==> config.mk <==
export PLATFORM = sky130hd
export DESIGN_NAME = decimal_text_to_fixed_unit_flat
export DESIGN_NICKNAME = d
export VERILOG_FILES = /design/src/sv/dtf_pkg.sv /design/src/sv/dtf_in_if.sv /design/src/sv/dtf_out_if.sv /design/src/sv/dtf_front.sv /design/src/sv/dtf_queue.sv /design/src/sv/dtf_back.sv /design/src/sv/decimal_text_to_fixed_unit.sv /design/src/flat_wrapper.sv
export SDC_FILE = /design/constraint.sdc
export NUM_CORES = 1
export LEC_CHECK = 0
export BUFFER_PORTS_ARGS = -buffer_cell sky130_fd_sc_hd__buf_4
export CAP_MARGIN = 20
export CORE_ASPECT_RATIO = 1.1
export CORE_MARGIN = 4
export CORE_UTILIZATION = 57
export DETAILED_ROUTE_END_ITERATION = 16
export PLACE_DENSITY = 0.77
export SYNTH_ARGS = -nofsm -noshare
export SYNTH_HDL_FRONTEND = slang
export SYNTH_SLANG_ARGS = --single-unit
==> constraint.sdc <==
create_clock -name clk -period 6.44 [get_ports clk]
set_input_delay 0 -clock clk [delete_from_list [all_inputs] [get_ports clk]]
set_output_delay 0 -clock clk [all_outputs]
set_load 0.1 [all_outputs]
==> src/sv/dtf_pkg.sv <==
package dtf_pkg;

    localparam int CH_W       = 8;
    localparam int VALUE_W    = 32;
    localparam int FNUM_W     = 30;
    localparam int FCNT_W     = 4;
    localparam int QUEUE_DEPTH = 2;

    localparam logic [CH_W-1:0] CH_TAB   = 8'h09;
    localparam logic [CH_W-1:0] CH_LF    = 8'h0A;
    localparam logic [CH_W-1:0] CH_VT    = 8'h0B;
    localparam logic [CH_W-1:0] CH_FF    = 8'h0C;
    localparam logic [CH_W-1:0] CH_CR    = 8'h0D;
    localparam logic [CH_W-1:0] CH_SPACE = 8'h20;
    localparam logic [CH_W-1:0] CH_PLUS  = 8'h2B;
    localparam logic [CH_W-1:0] CH_MINUS = 8'h2D;
    localparam logic [CH_W-1:0] CH_DOT   = 8'h2E;
    localparam logic [CH_W-1:0] CH_ZERO  = 8'h30;
    localparam logic [CH_W-1:0] CH_NINE  = 8'h39;

    typedef enum logic [1:0] {
        PH_SKIP,
        PH_INT,
        PH_FRAC,
        PH_DONE
    } phase_t;

    typedef enum logic [1:0] {
        BK_IDLE,
        BK_DIV,
        BK_DONE
    } back_state_t;

    // One finished parse, handed from the parser to the divider.
    typedef struct packed {
        logic                negative;
        logic                clamped;
        logic [VALUE_W-1:0]  int_val;
        logic [FNUM_W-1:0]   frac_num;
        logic [FCNT_W-1:0]   frac_cnt;
    } dtf_job_t;

    function automatic logic [FNUM_W-1:0] pow10(input logic [FCNT_W-1:0] n);
        logic [FNUM_W-1:0] r;
        case (n)
            4'd1:    r = 30'd10;
            4'd2:    r = 30'd100;
            4'd3:    r = 30'd1000;
            4'd4:    r = 30'd10000;
            4'd5:    r = 30'd100000;
            4'd6:    r = 30'd1000000;
            4'd7:    r = 30'd10000000;
            4'd8:    r = 30'd100000000;
            4'd9:    r = 30'd1000000000;
            default: r = 30'd1;
        endcase
        return r;
    endfunction

endpackage

==> src/sv/dtf_in_if.sv <==
interface dtf_in_if;
    import dtf_pkg::*;

    logic            valid;
    logic            ready;
    logic [CH_W-1:0] ch;
    logic            first;

    modport source (output valid, output ch, output first, input ready);
    modport sink   (input valid, input ch, input first, output ready);
endinterface

==> src/sv/dtf_out_if.sv <==
interface dtf_out_if;
    import dtf_pkg::*;

    logic                      valid;
    logic                      ready;
    logic signed [VALUE_W-1:0] value;
    logic                      saturated;

    modport source (output valid, output value, output saturated, input ready);
    modport sink   (input valid, input value, input saturated, output ready);
endinterface

==> src/sv/dtf_front.sv <==
module dtf_front #(
    parameter int INT_BITS        = 15,
    parameter int MAX_FRAC_DIGITS = 9
) (
    input  logic              clk,
    input  logic              rst_n,
    dtf_in_if.sink            text,
    input  logic              q_full,
    output logic              q_push,
    output dtf_pkg::dtf_job_t q_data
);
    import dtf_pkg::*;

    localparam int IW = INT_BITS + 4;
    localparam logic [IW-1:0]     INT_MAX = IW'((64'd1 << INT_BITS) - 64'd1);
    localparam logic [FCNT_W-1:0] MAX_CNT = FCNT_W'(MAX_FRAC_DIGITS);

    phase_t                phase_reg, phase_next;
    logic                  neg_reg, neg_next;
    logic [INT_BITS-1:0]   int_reg, int_next;
    logic                  clamp_reg, clamp_next;
    logic [FNUM_W-1:0]     fnum_reg, fnum_next;
    logic [FCNT_W-1:0]     fcnt_reg, fcnt_next;

    logic                  accept;
    phase_t                ph_eff;
    logic                  neg_eff, clamp_eff;
    logic [INT_BITS-1:0]   int_eff;
    logic [FNUM_W-1:0]     fnum_eff;
    logic [FCNT_W-1:0]     fcnt_eff;
    logic                  is_ws, is_minus, is_dot, is_digit;
    logic [3:0]            digit;
    logic [IW-1:0]         int_ext, int_x10;
    logic [FNUM_W-1:0]     fnum_x10;
    logic                  term;

    assign text.ready = !q_full;
    assign accept     = text.valid && text.ready;

    // A first character drops whatever parse was running.
    assign ph_eff    = text.first ? PH_SKIP : phase_reg;
    assign neg_eff   = text.first ? 1'b0 : neg_reg;
    assign clamp_eff = text.first ? 1'b0 : clamp_reg;
    assign int_eff   = text.first ? '0 : int_reg;
    assign fnum_eff  = text.first ? '0 : fnum_reg;
    assign fcnt_eff  = text.first ? '0 : fcnt_reg;

    assign is_ws    = text.ch inside {CH_SPACE, CH_FF, CH_LF, CH_CR, CH_TAB, CH_VT, CH_PLUS};
    assign is_minus = text.ch == CH_MINUS;
    assign is_dot   = text.ch == CH_DOT;
    assign is_digit = text.ch inside {[CH_ZERO:CH_NINE]};
    assign digit    = text.ch[3:0];

    assign int_ext  = IW'(int_eff);
    assign int_x10  = (int_ext << 3) + (int_ext << 1) + IW'(digit);
    assign fnum_x10 = (fnum_eff << 3) + (fnum_eff << 1) + FNUM_W'(digit);

    always_comb
    begin
        case (ph_eff)
            PH_SKIP: term = !(is_ws || is_minus || is_digit || is_dot);
            PH_INT:  term = !(is_digit || is_dot);
            PH_FRAC: term = !is_digit;
            default: term = 1'b0;
        endcase
    end

    // Next phase.
    always_comb
    begin
        phase_next = phase_reg;
        if (accept)
        begin
            phase_next = ph_eff;
            if (term)
            begin
                phase_next = PH_DONE;
            end
            else
            begin
                case (ph_eff)
                    PH_SKIP:
                    begin
                        if (is_minus || is_digit)
                        begin
                            phase_next = PH_INT;
                        end
                        else if (is_dot)
                        begin
                            phase_next = PH_FRAC;
                        end
                    end
                    PH_INT:
                    begin
                        if (is_dot)
                        begin
                            phase_next = PH_FRAC;
                        end
                    end
                    default: phase_next = ph_eff;
                endcase
            end
        end
    end

    // Accumulator updates and queue push.
    always_comb
    begin
        neg_next   = neg_reg;
        int_next   = int_reg;
        clamp_next = clamp_reg;
        fnum_next  = fnum_reg;
        fcnt_next  = fcnt_reg;
        q_push     = 1'b0;
        if (accept)
        begin
            neg_next   = neg_eff;
            int_next   = int_eff;
            clamp_next = clamp_eff;
            fnum_next  = fnum_eff;
            fcnt_next  = fcnt_eff;
            q_push     = term;
            if (!term)
            begin
                case (ph_eff)
                    PH_SKIP, PH_INT:
                    begin
                        if (is_minus)
                        begin
                            neg_next = 1'b1;
                        end
                        else if (is_digit)
                        begin
                            if (int_x10 > INT_MAX)
                            begin
                                int_next   = INT_MAX[INT_BITS-1:0];
                                clamp_next = 1'b1;
                            end
                            else
                            begin
                                int_next = int_x10[INT_BITS-1:0];
                            end
                        end
                    end
                    PH_FRAC:
                    begin
                        if (fcnt_eff < MAX_CNT)
                        begin
                            fnum_next = fnum_x10;
                            fcnt_next = fcnt_eff + FCNT_W'(1);
                        end
                    end
                    default: neg_next = neg_eff;
                endcase
            end
        end
    end

    always_comb
    begin
        q_data.negative = neg_eff;
        q_data.clamped  = clamp_eff;
        q_data.int_val  = VALUE_W'(int_eff);
        q_data.frac_num = fnum_eff;
        q_data.frac_cnt = fcnt_eff;
    end

    always_ff @(posedge clk or negedge rst_n)
    begin
        if (!rst_n)
        begin
            phase_reg <= PH_DONE;
            neg_reg   <= 1'b0;
            int_reg   <= '0;
            clamp_reg <= 1'b0;
            fnum_reg  <= '0;
            fcnt_reg  <= '0;
        end
        else
        begin
            phase_reg <= phase_next;
            neg_reg   <= neg_next;
            int_reg   <= int_next;
            clamp_reg <= clamp_next;
            fnum_reg  <= fnum_next;
            fcnt_reg  <= fcnt_next;
        end
    end

endmodule

==> src/sv/dtf_queue.sv <==
module dtf_queue (
    input  logic              clk,
    input  logic              rst_n,
    input  logic              push,
    input  dtf_pkg::dtf_job_t push_data,
    output logic              full,
    input  logic              pop,
    output dtf_pkg::dtf_job_t pop_data,
    output logic              empty
);
    import dtf_pkg::*;

    localparam int PTR_W = $clog2(QUEUE_DEPTH);
    localparam int CNT_W = $clog2(QUEUE_DEPTH + 1);

    dtf_job_t            mem [QUEUE_DEPTH];
    logic [PTR_W-1:0]    wr_ptr_reg, wr_ptr_next;
    logic [PTR_W-1:0]    rd_ptr_reg, rd_ptr_next;
    logic [CNT_W-1:0]    cnt_reg, cnt_next;
    logic                do_push, do_pop;

    assign full     = cnt_reg == CNT_W'(QUEUE_DEPTH);
    assign empty    = cnt_reg == '0;
    assign do_push  = push && !full;
    assign do_pop   = pop && !empty;
    assign pop_data = mem[rd_ptr_reg];

    always_comb
    begin
        wr_ptr_next = wr_ptr_reg;
        rd_ptr_next = rd_ptr_reg;
        cnt_next    = cnt_reg;
        if (do_push)
        begin
            wr_ptr_next = (wr_ptr_reg == PTR_W'(QUEUE_DEPTH - 1)) ? '0 : wr_ptr_reg + PTR_W'(1);
        end
        if (do_pop)
        begin
            rd_ptr_next = (rd_ptr_reg == PTR_W'(QUEUE_DEPTH - 1)) ? '0 : rd_ptr_reg + PTR_W'(1);
        end
        if (do_push && !do_pop)
        begin
            cnt_next = cnt_reg + CNT_W'(1);
        end
        else if (do_pop && !do_push)
        begin
            cnt_next = cnt_reg - CNT_W'(1);
        end
    end

    always_ff @(posedge clk)
    begin
        if (do_push)
        begin
            mem[wr_ptr_reg] <= push_data;
        end
    end

    always_ff @(posedge clk or negedge rst_n)
    begin
        if (!rst_n)
        begin
            wr_ptr_reg <= '0;
            rd_ptr_reg <= '0;
            cnt_reg    <= '0;
        end
        else
        begin
            wr_ptr_reg <= wr_ptr_next;
            rd_ptr_reg <= rd_ptr_next;
            cnt_reg    <= cnt_next;
        end
    end

endmodule

==> src/sv/dtf_back.sv <==
module dtf_back #(
    parameter int FRAC_BITS = 16
) (
    input  logic              clk,
    input  logic              rst_n,
    input  logic              q_empty,
    output logic              q_pop,
    input  dtf_pkg::dtf_job_t q_data,
    dtf_out_if.source         result
);
    import dtf_pkg::*;

    localparam int STEP_W = $clog2(FRAC_BITS);

    back_state_t            state_reg, state_next;
    logic [STEP_W-1:0]      step_reg, step_next;
    logic [FNUM_W-1:0]      rem_reg, rem_next;
    logic [FNUM_W-1:0]      div_reg, div_next;
    logic [FRAC_BITS-1:0]   quo_reg, quo_next;
    logic                   neg_reg, neg_next;
    logic                   clamp_reg, clamp_next;
    logic [VALUE_W-1:0]     int_reg, int_next;
    logic                   ovalid_reg, ovalid_next;
    logic [VALUE_W-1:0]     value_reg, value_next;
    logic                   sat_reg, sat_next;

    logic                   load_job, div_step, load_out, out_free, last_step;
    logic [FNUM_W:0]        rem_x2, trial;
    logic                   fits;
    logic [VALUE_W-1:0]     mag;

    assign out_free  = !ovalid_reg || result.ready;
    assign last_step = step_reg == STEP_W'(FRAC_BITS - 1);

    // Restoring division: the remainder stays below the divisor, so one
    // compare and subtract yields each quotient bit.
    assign rem_x2 = {rem_reg, 1'b0};
    assign trial  = rem_x2 - {1'b0, div_reg};
    assign fits   = rem_x2 >= {1'b0, div_reg};

    assign mag = (int_reg << FRAC_BITS) + VALUE_W'(quo_reg);

    always_comb
    begin
        state_next = state_reg;
        case (state_reg)
            BK_IDLE:
            begin
                if (!q_empty)
                begin
                    state_next = BK_DIV;
                end
            end
            BK_DIV:
            begin
                if (last_step)
                begin
                    state_next = BK_DONE;
                end
            end
            BK_DONE:
            begin
                if (out_free)
                begin
                    state_next = BK_IDLE;
                end
            end
            default: state_next = BK_IDLE;
        endcase
    end

    always_comb
    begin
        load_job = 1'b0;
        div_step = 1'b0;
        load_out = 1'b0;
        case (state_reg)
            BK_IDLE: load_job = !q_empty;
            BK_DIV:  div_step = 1'b1;
            BK_DONE: load_out = out_free;
            default: load_job = 1'b0;
        endcase
    end

    assign q_pop = load_job;

    always_comb
    begin
        step_next  = step_reg;
        rem_next   = rem_reg;
        div_next   = div_reg;
        quo_next   = quo_reg;
        neg_next   = neg_reg;
        clamp_next = clamp_reg;
        int_next   = int_reg;
        if (load_job)
        begin
            step_next  = '0;
            rem_next   = q_data.frac_num;
            div_next   = pow10(q_data.frac_cnt);
            quo_next   = '0;
            neg_next   = q_data.negative;
            clamp_next = q_data.clamped;
            int_next   = q_data.int_val;
        end
        else if (div_step)
        begin
            step_next = step_reg + STEP_W'(1);
            rem_next  = fits ? trial[FNUM_W-1:0] : rem_x2[FNUM_W-1:0];
            quo_next  = {quo_reg[FRAC_BITS-2:0], fits};
        end
    end

    always_comb
    begin
        ovalid_next = ovalid_reg;
        value_next  = value_reg;
        sat_next    = sat_reg;
        if (ovalid_reg && result.ready)
        begin
            ovalid_next = 1'b0;
        end
        if (load_out)
        begin
            ovalid_next = 1'b1;
            value_next  = neg_reg ? (VALUE_W'(0) - mag) : mag;
            sat_next    = clamp_reg;
        end
    end

    assign result.valid     = ovalid_reg;
    assign result.value     = value_reg;
    assign result.saturated = sat_reg;

    always_ff @(posedge clk)
    begin
        step_reg  <= step_next;
        rem_reg   <= rem_next;
        div_reg   <= div_next;
        quo_reg   <= quo_next;
        neg_reg   <= neg_next;
        clamp_reg <= clamp_next;
        int_reg   <= int_next;
        value_reg <= value_next;
        sat_reg   <= sat_next;
    end

    always_ff @(posedge clk or negedge rst_n)
    begin
        if (!rst_n)
        begin
            state_reg  <= BK_IDLE;
            ovalid_reg <= 1'b0;
        end
        else
        begin
            state_reg  <= state_next;
            ovalid_reg <= ovalid_next;
        end
    end

endmodule

==> src/sv/decimal_text_to_fixed_unit.sv <==
// Parses ASCII decimal text, one character per transaction, into a signed fixed-point
// value with INT_BITS integer and FRAC_BITS fraction bits (Q15.16 by default). Set first
// on the opening character of each string; leading whitespace and '+' are skipped, then
// an optional '-', integer digits, an optional '.' and fraction digits are taken, and the
// first other character (NUL included) ends the string and produces one result. The
// parser takes a character every cycle. Each finished string then passes through a
// two-entry queue to a bit-serial divider, which takes the string from the queue, forms
// the fraction bit by bit and then loads the output register once that register is free;
// it takes no new string from the queue before then. Input stalls on any character while
// both queue entries are occupied. The integer part clamps at 2^INT_BITS - 1 and sets
// saturated; fraction digits beyond MAX_FRAC_DIGITS are ignored and the fraction is
// truncated.
module decimal_text_to_fixed_unit #(
    parameter int FRAC_BITS       = 16,
    parameter int INT_BITS        = 15,
    parameter int MAX_FRAC_DIGITS = 9
) (
    input  logic      clk,
    input  logic      rst_n,
    dtf_in_if.sink    text,
    dtf_out_if.source result
);
    import dtf_pkg::*;

    logic     push, pop, full, empty;
    dtf_job_t push_data, pop_data;

    dtf_front #(
        .INT_BITS        (INT_BITS),
        .MAX_FRAC_DIGITS (MAX_FRAC_DIGITS)
    ) u_front (
        .clk    (clk),
        .rst_n  (rst_n),
        .text   (text),
        .q_full (full),
        .q_push (push),
        .q_data (push_data)
    );

    dtf_queue u_queue (
        .clk       (clk),
        .rst_n     (rst_n),
        .push      (push),
        .push_data (push_data),
        .full      (full),
        .pop       (pop),
        .pop_data  (pop_data),
        .empty     (empty)
    );

    dtf_back #(
        .FRAC_BITS (FRAC_BITS)
    ) u_back (
        .clk     (clk),
        .rst_n   (rst_n),
        .q_empty (empty),
        .q_pop   (pop),
        .q_data  (pop_data),
        .result  (result)
    );

endmodule

==> src/flat_wrapper.sv <==
// flat-port wrapper written by rule: the top's interface ports become plain ports
module decimal_text_to_fixed_unit_flat import dtf_pkg::*;
#(
    parameter int FRAC_BITS       = 16,
    parameter int INT_BITS        = 15,
    parameter int MAX_FRAC_DIGITS = 9
)
  (clk, rst_n, text_valid, text_ch, text_first, text_ready, result_valid, result_value, result_saturated, result_ready);
  dtf_in_if text_i ();
  dtf_out_if result_i ();
  input  logic clk;
  input  logic rst_n;
  input wire logic [$bits(text_i.valid)-1:0] text_valid;
  input wire logic [$bits(text_i.ch)-1:0] text_ch;
  input wire logic [$bits(text_i.first)-1:0] text_first;
  output wire logic [$bits(text_i.ready)-1:0] text_ready;
  output wire logic [$bits(result_i.valid)-1:0] result_valid;
  output wire logic [$bits(result_i.value)-1:0] result_value;
  output wire logic [$bits(result_i.saturated)-1:0] result_saturated;
  input wire logic [$bits(result_i.ready)-1:0] result_ready;
  assign text_i.valid = text_valid;
  assign text_i.ch = text_ch;
  assign text_i.first = text_first;
  assign text_ready = text_i.ready;
  assign result_valid = result_i.valid;
  assign result_value = result_i.value;
  assign result_saturated = result_i.saturated;
  assign result_i.ready = result_ready;
  decimal_text_to_fixed_unit #(.FRAC_BITS(FRAC_BITS), .INT_BITS(INT_BITS), .MAX_FRAC_DIGITS(MAX_FRAC_DIGITS)) u_core (.clk(clk), .rst_n(rst_n), .text(text_i), .result(result_i));
endmodule
==> flow_summary.rst <==
.. list-table::
   :header-rows: 1

   * - Metric
     - Value
   * - Status
     - finished, final reports clean
   * - Number of setup violations in the final report
     - 0
   * - Total wirelength of the detailed-routed design
     - 32600 µm
   * - Synth-to-Final Area Change
     - 11.2%
   * - First-pass GRT wire length
     - 54000 µm
   * - Net count, final
     - 1692
   * - Setup repair after global routing missed its margin
     - no
   * - Total CTS buffers
     - 29
   * - Post-Synthesis Net Count
     - 1645
   * - Leading cell types by total area after synthesis
     - edfxtp_1 (38%), ha_1 (9.5%), dfrtp_1 (9.0%)
   * - Yosys reg bits
     - 285
   * - Initial core utilization
     - 0.580
   * - Clock tree root driver cell
     - clkbuf_16
   * - Pin count of the biggest net entering global routing
     - 78
   * - Final critical path time including I/O delays and setup
     - 3.87 ns
   * - Antenna diode count
     - 0
   * - Utilization after layout
     - 0.645
   * - Measured slew at the worst slew-check pin
     - 1.03 ns
   * - Count of cell types in the netlist
     - 72
   * - Worst setup path endpoint
     - u_core.u_front.fnum_reg[28]$_DFFE_PN0P_
   * - Worst VDD drop
     - 0.231 mV
   * - Standby leakage power
     - 7.32 nW
   * - Crit start category
     - register
   * - Final TNS setup
     - 0 ns
   * - Final global-route overflow total
     - 0
   * - Overall die area
     - 31100 µm²
   * - R2R Setup Slk
     - 2.57 ns
   * - Proportion of layout cells with a drive suffix above 1
     - 0.104
   * - Port-buffer cells
     - 47
   * - TritonCTS Sinks
     - 285
   * - Share of the clock period used by the worst path
     - 0.601
   * - Worst reg2reg startpoint
     - u_core.u_front.fnum_reg[0]$_DFFE_PN0P_
   * - Count of cells along the worst hold path
     - 5
   * - Slew Viols, Final
     - 0
   * - Sequential share of the synthesized area
     - 0.499
   * - Placed wire-length estimate after detailed placement
     - 22600 µm
   * - Nature of the critical path endpoint
     - register
   * - Depth of the CTS H-tree
     - 1
   * - Cell count after synthesis
     - 1505
   * - Worst setup skew after layout
     - 0.0184 ns
   * - Number of antenna violations at the first check in global routing
     - 0
   * - PwrDens
     - 421 nW/µm²
   * - Final ANT Viol Nets
     - 0
   * - First DRT Iteration DRCs
     - 793
   * - Die height
     - 185 µm
   * - Critical path arrival
     - 4.26 ns
   * - Die Width
     - 169 µm
   * - Clock-pin transition on the worst setup and hold timing paths
     - 0.06 ns
   * - Worst hold path class
     - in -> reg
   * - Routed via count divided by cell count
     - 5.84
   * - Clock Latency Late Sink
     - 0.55 ns
   * - Avg WL per Cell
     - 16.8 µm
   * - Max-cap violation count
     - 0
   * - Fraction of synthesized cell area taken by the top area cell type
     - 0.381
   * - Dominant register cell in the synthesized netlist
     - edfxtp_1
   * - Count of yosys warnings during synthesis
     - 0
   * - Fraction of synthesis flops using an asynchronous set or reset pin
     - 0.211
   * - Worst-path fanout max
     - 4
   * - Final Hold Fails
     - 0
   * - Worst max-slew margin expressed relative to the limit
     - 0.313
   * - Number of fill cells
     - 2167
   * - Max Freq
     - 0.258 GHz
   * - Post-Synthesis Mean Instance Area
     - 10.7 µm²
   * - Synth area leader
     - edfxtp_1
   * - Critical Path Start
     - u_core.u_front.fnum_reg[0]$_DFFE_PN0P_
   * - All-Layer GR Usage
     - 0.207
   * - Origin of the worst min-delay path
     - text_ch[2]
   * - Data required time of the worst path
     - 6.83 ns
   * - Standard cell core area
     - 27900 µm²
   * - I/O pins
     - 48
   * - Count of TritonRoute iterations in the first routing pass
     - 5
   * - RePlAce Congestion
     - 0.901
   * - Crit Path Class
     - reg -> reg
   * - Clk buf depth
     - 3
   * - Residual DRC
     - 0
   * - Count of flip-flops with a built-in enable after synthesis
     - 205
   * - End of the worst register-to-register path
     - u_core.u_front.fnum_reg[28]$_DFFE_PN0P_
   * - Vias after detailed routing
     - 11322
   * - CTS tree
     - done
   * - Number of global-route vias before repair
     - 10865
   * - Max reg flops
     - 102
   * - Post-synth design cell area
     - 16200 µm²
   * - Cell depth of the worst flop-to-flop path
     - 12
   * - Row count
     - 64
-- cells in the final DEF (no fill, tap or decap), types with 11 or more instances in the layout --
| cell type | n |
|---|---|
| a21o_1 | 18 |
| a31oi_1 | 16 |
| mux2i_1 | 32 |
| a21oi_1 | 90 |
| mux2_2 | 20 |
| ha_1 | 123 |
| edfxtp_1 | 205 |
| a211oi_1 | 40 |
| dfxtp_1 | 20 |
| xnor2_1 | 61 |
| nand2_1 | 154 |
| inv_1 | 56 |
| nand3_1 | 16 |
| o31ai_1 | 16 |
| buf_4 | 59 |
| o21a_1 | 15 |
| xor2_1 | 30 |
| dfrtp_1 | 57 |
| nor2b_1 | 81 |
| o21ai_0 | 115 |
| nor3_1 | 23 |
| and3_1 | 11 |
| nand2b_1 | 21 |
| clkbuf_16 | 29 |
| nor2_1 | 81 |
-- synth_stat cells, drive strengths merged, types with 20 or more instances --
cell	n
a211oi	40
nand2	154
edfxtp	205
xnor2	61
o21ai	123
inv	57
nor2	82
mux2	20
dfxtp	20
nor2b	83
nor3	24
a21oi	90
ha	123
mux2i	32
xor2	30
clkbuf	40
nand2b	21
dfrtp	58
-- final cells by class --
type                    count  area, µm²  area share
repair buffers             67        533      0.0297
clock inverters            20        228      0.0127
flip-flops and latches    285       8060       0.449
clock buffers              34        764      0.0425
well taps                 363        454      0.0253
multi-input cells        1112       7720       0.429
inverters                  57        214      0.0119
-- worst min path at each step --
stage                                               to  slack [ns]
2_1_floorplan   u_core.u_back.result.valid$_DFFE_PN0P_       -0.30
3_3_place_gp   u_core.u_front.fnum_reg[26]$_DFFE_PN0P_        0.15
3_5_place_dp   u_core.u_front.fnum_reg[25]$_DFFE_PN0P_        0.17
4_1_cts             u_core.u_front.neg_reg$_DFFE_PN0P_       0.008
5_1_grt             u_core.u_front.neg_reg$_DFFE_PN0P_        0.05
6_report         u_core.u_front.int_reg[2]$_DFFE_PN0P_        0.04
-- layer usage --
metal	vias up	part of all wire	GRT usage
met5	-	0	0
met4	0	0.015	0.0442
met3	38	0.041	0.0238
met2	237	0.47	0.345
met1	5410	0.47	0.297
li1	5637	-	-
-- worst max-delay path, stage by stage (launching register included) --
cell and delay (ns):
dfrtp_1 0.35, nor2b_1 0.31, fa_1 0.52, fa_1 0.49, a211oi_1 0.30, o21bai_1 0.19, o311ai_2 0.36, a221oi_1 0.19
a41oi_1 0.37, o21ai_0 0.18, a31oi_1 0.23, xor2_1 0.15, o21ai_0 0.08
-- repair_timing --
action                    CTS  global route
setup buffers               0             0
hold endpoints to repair   67             0
gates resized for setup     0             0
hold buffers                7             0
-- metrics by stage --
stage / std cells / cell area (µm²) / power, mW / setup WS, ns / hold WS (ns)
final: 1938 / 18000 / 7.56 / 2.57 / 0.0379
after global routing: 1938 / 18000 / 8.08 / 2.29 / 0.0498
after CTS: 1936 / 17900 / 7.56 / 2.54 / 0.00845
after detailed placement: 1875 / 16900 / 5.81 / 2.44 / 0.165
after global placement: 1875 / 16900 / 5.71 / 2.51 / 0.154
after floorplan: 1505 / 16200 / 5.18 / 1.27 / -0.296
-- report_power, final --
part	switching [mW]	internal (mW)
clock network	0.700	1.02
logic	1.75	1.22
registers	0.267	2.60
total	2.72	4.85
-- logic make-up after synthesis --
| family | synth area share |
|---|---|
| XOR/XNOR | 0.0493 |
| AND/OR/NAND/NOR | 0.142 |
| flip-flops | 0.499 |
| multiplexers | 0.0338 |
| adder cells (fa/ha/maj) | 0.100 |
| AO/OA/AOI/OAI | 0.150 |
| buffers and inverters | 0.0263 |
Note: power is estimated with default switching activity, not from simulation.
